==> src/rtl/gbs_ram.sv <==
// ----------------------------------------------------------------------------
// gbs_ram
// Generic one-write one-read ram with registered read data.
// ----------------------------------------------------------------------------
module gbs_ram #(
  parameter int WIDTH = 8,
  parameter int DEPTH = 16
) (
  input  logic                     clk_i,
  input  logic                     we_i,
  input  logic [$clog2(DEPTH)-1:0] waddr_i,
  input  logic [WIDTH-1:0]         wdata_i,
  input  logic [$clog2(DEPTH)-1:0] raddr_i,
  output logic [WIDTH-1:0]         rdata_o
);

  logic [WIDTH-1:0] mem_q [DEPTH];
  logic [WIDTH-1:0] rdata_q;

  always_ff @(posedge clk_i) begin
    if (we_i) begin
      mem_q[waddr_i] <= wdata_i;
    end
    rdata_q <= mem_q[raddr_i];
  end

  assign rdata_o = rdata_q;

endmodule

==> config.mk <==
export PLATFORM = sky130hd
export DESIGN_NAME = gbs_ram
export DESIGN_NICKNAME = d
export VERILOG_FILES = /design/src/rtl/gbs_ram.sv
export SDC_FILE = /design/constraint.sdc
export NUM_CORES = 1
export LEC_CHECK = 0
export BUFFER_PORTS_ARGS = -buffer_cell sky130_fd_sc_hd__clkbuf_2
export CAP_MARGIN = 20
export CORE_MARGIN = 2
export CORE_UTILIZATION = 42
export CTS_BUF_LIST = sky130_fd_sc_hd__clkbuf_8
export CTS_CLUSTER_DIAMETER = 50
export DETAILED_ROUTE_END_ITERATION = 12
export PLACE_DENSITY_LB_ADDON = 0.2
export SYNTH_ARGS = -nofsm -noshare
export SYNTH_HDL_FRONTEND = slang
export SYNTH_SLANG_ARGS = --single-unit
==> constraint.sdc <==
create_clock -name clk_i -period 3.6 [get_ports clk_i]
set_input_delay 0.54 -clock clk_i [delete_from_list [all_inputs] [get_ports clk_i]]
set_output_delay 0.54 -clock clk_i [all_outputs]
set_load 0.02 [all_outputs]
==> reports/qor.txt <==
Clk_lat worst skew: 430 ps
Clock skew: 9.53 ps
Placement Setup Slack: 1330 ps
Critical Path AT: 2100 ps
Hold Crit Class: input pin to flop
Yosys reg bits: 136
Final Max Slew Viols: 0
Mean area per synthesized cell: 22.5 sq um
Detail Route Antenna Nets: 0
Site row count: 40
Clk sinks: 136
Worst path max stage delay: 600 ps
Critical path's top delay family: buffers and inverters
Slew @ Worst Pin: 950 ps
Status: completed
Vias in the first global route: 2456
Critical path depth: 5
Die height: 115 microns
Final hold slack: 519 ps
Vias per inst: 5.51
Async SR Flop Fraction: 0%
Max_slew headroom: 36.5%
Starting Density: 42.9%
PD cells: 556 nW/um^2
Final hold violation count: 0
CP required: 3910 ps
CP max stage cell: mux4_1
Most common cell after layout, fill and taps aside: edfxtp_1
Post-DP HPWL: 6170 microns
CTS tree: yes
Crit. End Element: flop
Design area: 5840 sq um
Syn Std Cell Area: 5150 sq um
DR WL/cell: 22.6 microns
Port bufs: 25
GRT Util Overall: 16.2%
P&R area growth vs syn: 13.4%
Netlist cell types: 19
Share of cells above drive strength 1: 28.0%
Grt ovf: 0
DR pass1 iterations: 4
Hold depth: 1
Setup ws final: 1810 ps
Commonest non-fill, non-tap cells in the layout: 128 x edfxtp_1, 25 x clkbuf_2, 18 x mux4_2, 17 x clkbuf_8, 16 x a22oi_1
H-tree depth reported by CTS: 4
Largest net degree at the start of global routing: 33
Sequential element share of the synthesized area: 77.8%
Largest fanout on the critical path: 16
Global-route wire length before repair: 14800 microns
Initial antenna violation count: 0
Worst reg2reg path depth: 3
Via count: 2362
Crit start category: input pin
Fmax: 0.559 GHz
Initial DRC Count: 187
# IOs: 26
Clock buffer depth: 2
Worst Path Buf+Inv: 2
Core Region: 12000 sq um
Die width: 115 microns
Mapped Nets: 247
IR drop worst, VDD: 0.000351 V
Final WL: 9680 microns
Ys flop type: edfxtp_1
CTS root buf: clkbuf_8
Hold buffers post-CTS: 0
Clock-pin slew on the worst setup and hold paths: 80 ps
EDFF count, synth: 128
Max-Cap Viols: 0
CTS resizes: 0
Final min period: 1790 ps
RSZ-0062 raised after global routing: false
Drt drc: 0
Cells along the critical path: clkbuf_2 -> buf_4 -> mux4_1 -> a22oi_1 -> nand2_1
Total CTS buffers: 17
Syn. warnings: 0
Nets: 287
Placed cell areas: 5420 sq um
Period utilization: 49.7%
Leakage: 1.94 nW
Die area: 13200 sq um
Post-CTS Setup Bufs: 0
Setup violations, final: 0
Synth Instances: 229
Kind of critical path: input pin to flop
Placer Congestion: 0.698
TNS Setup: 0 ps
Antenna diodes: 0
-- final timing paths --
path	startpoint	end	slack (ps)
worst max register to register	mem_q[2][0]$_DFFE_PP_	rdata_o[0]$_DFF_P_	2160
worst min register to register	mem_q[15][0]$_DFFE_PP_	rdata_o[0]$_DFF_P_	680
worst max-delay path	raddr_i[0]	rdata_o[5]$_DFF_P_	1810
worst min-delay path	wdata_i[6]	mem_q[0][6]$_DFFE_PP_	520
-- cell families after synthesis --
kind of cell | share of synthesized area (%)
DFF | 77.8
and+or+nand+nor | 3.18
muxes | 15.0
AOI/OAI and AO/OA | 2.33
buffers and inverters | 1.68
-- power by group --
| part | leakage [nW] | switching (mW) | internal, mW |
|---|---|---|---|
| clock network | 0.208 | 0.556 | 0.744 |
| registers | 1.22 | 0.00988 | 1.77 |
| logic | 0.505 | 0.102 | 0.0651 |
| total | 1.94 | 0.669 | 2.58 |
-- flip-flops by register name (all words and copies together), names as in the netlist --
name     cells
rdata_o      8
mem_q      128
-- metrics by stage --
step	util (%)	cells	total power, mW
after floorplan	-	229	1.91
after global placement	45.1	397	1.98
after detailed placement	45.1	397	1.99
after CTS	48.6	429	3.27
after global routing	48.6	429	3.35
final	48.6	429	3.25
-- layer usage --
| layer | vias to the layer above | global-route usage, % | share of wire [%] |
|---|---|---|---|
| met3 | 12 | 4.18 | 3.1 |
| met2 | 59 | 23.9 | 46 |
| li1 | 1056 | - | - |
| met5 | - | 0 | 0 |
| met4 | 0 | 6.43 | 1.6 |
| met1 | 1235 | 23.5 | 49 |
-- cells in the mapped netlist, types with 3 or more instances --
library cell	number	area (sq um)
dfxtp_1	8	160
clkdlybuf4s25_2	3	30.0
nor3_1	4	20.0
nor2_1	13	48.8
buf_2	3	15.0
mux4_1	14	368
a22oi_1	16	120
nand2_1	9	33.8
mux4_2	18	405
edfxtp_1	128	3840
buf_6	3	33.8
-- cell type report --
cell class                      instances  area, sq um
Clock buffer                           17          234
Clock inverter                         15          186
Fill cell                            1008         6180
Multi-Input combinational cell         83         1060
Sequential cell                       136         4000
Tap cell                              147          184
Timing Repair Buffer                   31          170
Power figures use the tool's default switching activity.
