File: src/rtl/gbs_pkg.sv
// ----------------------------------------------------------------------------
// gbs_pkg
// Shared types and constants of the streaming gaussian blur core.
// ----------------------------------------------------------------------------
package gbs_pkg;

  localparam int MAX_RADIUS   = 4;
  localparam int MAX_WIDTH    = 1024;
  localparam int MAX_CHANNELS = 4;

  localparam int SIDE_MAX  = 2 * MAX_RADIUS + 1;
  localparam int NUM_W     = SIDE_MAX * SIDE_MAX;
  localparam int ROW_WORDS = MAX_WIDTH * MAX_CHANNELS;
  localparam int LINE_DEPTH = SIDE_MAX * ROW_WORDS;

  localparam int LADDR_W = $clog2(LINE_DEPTH);
  localparam int WIDX_W  = $clog2(NUM_W);
  localparam int TAP_W   = $clog2(SIDE_MAX + 1);
  localparam int ROWM_W  = $clog2(SIDE_MAX);

  localparam int SAMPLE_W = 8;
  localparam int WEIGHT_W = 16;
  localparam int PROD_W   = SAMPLE_W + WEIGHT_W;
  localparam int SUM_W    = PROD_W + $clog2(SIDE_MAX);
  localparam int ACC_W    = PROD_W + $clog2(NUM_W);

  localparam int COL_W = 10;
  localparam int ROW_W = 16;
  localparam int CH_W  = 2;

  localparam int CFG_IDX_W  = 2;
  localparam int CFG_DATA_W = 16;

  typedef enum logic [CFG_IDX_W-1:0] {
    CFG_WIDTH    = 2'd0,
    CFG_HEIGHT   = 2'd1,
    CFG_CHANNELS = 2'd2,
    CFG_RADIUS   = 2'd3
  } cfg_idx_e;

  typedef enum logic [1:0] {
    ST_IDLE,
    ST_RUN,
    ST_DRAIN,
    ST_FINISH
  } st_e;

  localparam logic CMD_WEIGHT = 1'b0;
  localparam logic CMD_SAMPLE = 1'b1;

  typedef struct packed {
    logic shift;
    logic mul;
  } cell_ctrl_t;

endpackage

File: src/rtl/gbs_cell.sv
// ----------------------------------------------------------------------------
// gbs_cell
// One tap of the window row: holds a sample and weight, shifts them to its
// neighbor, keeps a registered product and a registered running row sum that
// moves one cell further every cycle.
// ----------------------------------------------------------------------------
module gbs_cell import gbs_pkg::*; (
  input  logic                clk_i,
  input  cell_ctrl_t          ctrl_i,
  input  logic                active_i,
  input  logic [SAMPLE_W-1:0] sample_i,
  input  logic [WEIGHT_W-1:0] weight_i,
  input  logic [SUM_W-1:0]    sum_i,
  output logic [SAMPLE_W-1:0] sample_o,
  output logic [WEIGHT_W-1:0] weight_o,
  output logic [SUM_W-1:0]    sum_o
);

  logic [SAMPLE_W-1:0] sample_q;
  logic [WEIGHT_W-1:0] weight_q;
  logic [PROD_W-1:0]   prod_q;
  logic [SUM_W-1:0]    sum_q;

  always_ff @(posedge clk_i) begin
    if (ctrl_i.shift) begin
      sample_q <= sample_i;
      weight_q <= weight_i;
    end
    if (ctrl_i.mul) begin
      prod_q <= active_i ? (PROD_W'(sample_q) * PROD_W'(weight_q)) : '0;
    end
    sum_q <= sum_i + SUM_W'(prod_q);
  end

  assign sample_o = sample_q;
  assign weight_o = weight_q;
  assign sum_o    = sum_q;

endmodule

File: config.mk
export PLATFORM = sky130hd
export DESIGN_NAME = gbs_cell
export DESIGN_NICKNAME = d
export VERILOG_FILES = /design/src/rtl/gbs_pkg.sv /design/src/rtl/gbs_cell.sv
export SDC_FILE = /design/constraint.sdc
export NUM_CORES = 1
export LEC_CHECK = 0
export BUFFER_PORTS_ARGS = -buffer_cell sky130_fd_sc_hd__buf_4
export CAP_MARGIN = 15
export CORE_ASPECT_RATIO = 0.8
export CORE_MARGIN = 5
export CORE_UTILIZATION = 64
export DETAILED_ROUTE_END_ITERATION = 8
export PLACE_DENSITY = 0.89
export SKIP_LAST_GASP = 1
export SYNTH_ARGS = -nofsm -noshare
export SYNTH_HDL_FRONTEND = slang
export SYNTH_SLANG_ARGS = --single-unit
File: constraint.sdc
create_clock -name clk_i -period 14.1 [get_ports clk_i]
set_input_delay 0.705 -clock clk_i [delete_from_list [all_inputs] [get_ports clk_i]]
set_output_delay 0.705 -clock clk_i [all_outputs]
set_load 0.03 [all_outputs]
==> out/metrics.csv <==
metric,value,unit
status,"complete, no violations",
drt-pass1-iter-count,5,
cts_hold_buffers,0,
ys_seq_area_share,25.95,%
dieHeight,108.2,µm
ctsLongestPathBuffers,2,
cellLeakagePower,0.004305,µW
clock_sinks,76,
yosysUniqueCellTypes,66,
cts_inserted_buffers,9,
cts-resized-gates,0,
drtIter0Drc,419,
worst_pin_slew,523.6,ps
vdd_drop_max,0.1281,mV
post_cts_buffers,0,
maxCapViolCount,0,
ios,108,
layout_common_cells,"122 x inv_1, 109 x and2_1, 107 x buf_4",
synth_edf_count,48,
grtUsageTotal,23.95,%
final_nets,1107,
gp_congestion,0.9329,
fin_setup_tns,0,ps
yosys_warnings,0,
syn_inst,795,
drive_gt1_share,14.95,%
synth_flop_cell,edfxtp_1,
path_class,flip-flop to flip-flop,
async_flop_share,0,%
dp_hpwl,13.08,mm
vias,5938,
hold_depth,1,
grt_pass1_vias,5914,
route.detailed.drc,0,
fin_crit,5026,ps
rows,35,
critPathRequiredTime,14190,ps
wl_per_cell,15.68,µm
hold_violations,0,
rrSetupSlack,9070,ps
via_per_inst,5.650,
die_area,14360,µm²
initial_core_util,66.22,%
grt_max_degree,25,
hold_end,sum_o[0],
final-setup-viol-count,0,
finalWirelength,16.48,mm
hold_start,prod_q[0],
r2r_start,sample_o[5],
ys_seq_elements,76,
crit_start,sample_o[5],
antenna_cells,0,
finalClockSkew,10.53,ps
antenna_found_initial,0,
syn_area_per_cell,9.703,µm²
worstSetupEndpointType,flip-flop,
slew_violations,0,
clock-root-buffer,clkbuf_16,
final_common_cell,inv_1,
slew_headroom,64.19,%
grt_overflow,0,
r2r-end,prod_q[20],
rsz0062_at_grt,no,
synth_nets,1004,
reg2reg_depth,15,
path_clk_slew,70,ps
htreeDepth,3,
design.core.area,11650,µm²
area_delta_synth_final,15.94,%
start_kind,flip-flop,
syn_area,7714,µm²
cp.arrival,5110,ps
crit_fanout,17,
period_share,35.65,%
clk_latency,340,ps
clock.fmax,199.0,MHz
antenna_left,0,
final_util,76.78,%
cts_tree,yes,
powerDensity,220.6,nW/µm²
io_buffers,107,
die_w,132.7,µm
hold_class,flip-flop to flip-flop,
grt_pass1_wl,28.10,mm
## worst max path at each step
stage | to
after floorplan | prod_q[20]
after global placement | prod_q[20]
after detailed placement | prod_q[20]
after CTS | prod_q[20]
after global routing | prod_q[16]
final | prod_q[20]
## cell type report
class	instances	area (µm²)
clock buffers	13	272.8
repair buffers	107	803.3
clock inverters	3	26.28
multi-input cells	582	5196
well taps	148	185.2
fillers	819	2705
inverters	122	457.9
flip-flops and latches	76	2002
## logic make-up (layout without fill, tap and decap cells)
logic type                 Yosys count  in the layout  share of synthesized area (%)
xor gates and xnor gates            27             27                          3.066
DFF                                 76             76                          25.95
and+or+nand+nor                    270            270                          18.75
AOI/OAI and AO/OA                  124            124                          11.42
adders and majority gates          153            153                          33.09
muxes                                8              8                          1.038
buffers and inverters              137            245                          6.683
## sequential cells by signal, indices dropped and copies added, names as in the netlist
signal    flops
weight_o     16
prod_q       24
sum_o        28
sample_o      8
## worst max-delay path: stages (launching register included)
cell and delay (ps):
edfxtp_1 620, and2_1 260, fa_1 510, fa_1 520
fa_1 540, inv_1 50, fa_1 530, inv_1 50
ha_1 340, and3_1 260, nand3_1 100, a21oi_1 60
o31a_1 320, o31a_1 290, o22a_1 210, mux2i_1 120
## through the flow
step	instance area, µm²	hold slack, ps	total power [µW]	std cells	worst slack, ps
after floorplan	7714	436.9	1415	795	9182
after detailed placement	8645	451.4	1724	1035	9097
after global routing	8944	492.4	2166	1051	8732
final	8944	468.9	1973	1051	9074
after CTS	8944	474.5	1970	1051	9069
after global placement	8645	442.6	1700	1035	9128
## per-layer routing
metal / global-route usage (%) / routed length, µm / part of all wire [%] / vias up
li1: - / - / - / 2844
met1: 34.03 / 7437 / 45 / 2776
met2: 38.57 / 7473 / 45 / 294
met3: 5.209 / 1412 / 8.6 / 24
met4: 4.525 / 157 / 0.95 / 0
met5: 0 / 0 / 0 / -
## report_power, final
group          total, µW  internal (µW)  switching, µW
combinational       1380            578            798
clock                231            137           94.0
sequential           366            332           34.2
total               1970           1050            926
## Yosys cell counts, types with 12 or more instances
cell / number / area share, %
and2_1: 109 / 8.8
ha_1: 68 / 11
dfxtp_1: 28 / 7.3
edfxtp_1: 48 / 19
clkbuf_1: 14 / 0.68
inv_1: 122 / 5.9
nor2_1: 38 / 1.8
xnor2_1: 19 / 2.2
a21o_1: 15 / 1.5
fa_1: 85 / 22
o21ai_0: 12 / 0.78
a21oi_1: 33 / 2.1
nand2_1: 61 / 3.0
Power figures use the tool's default switching activity.
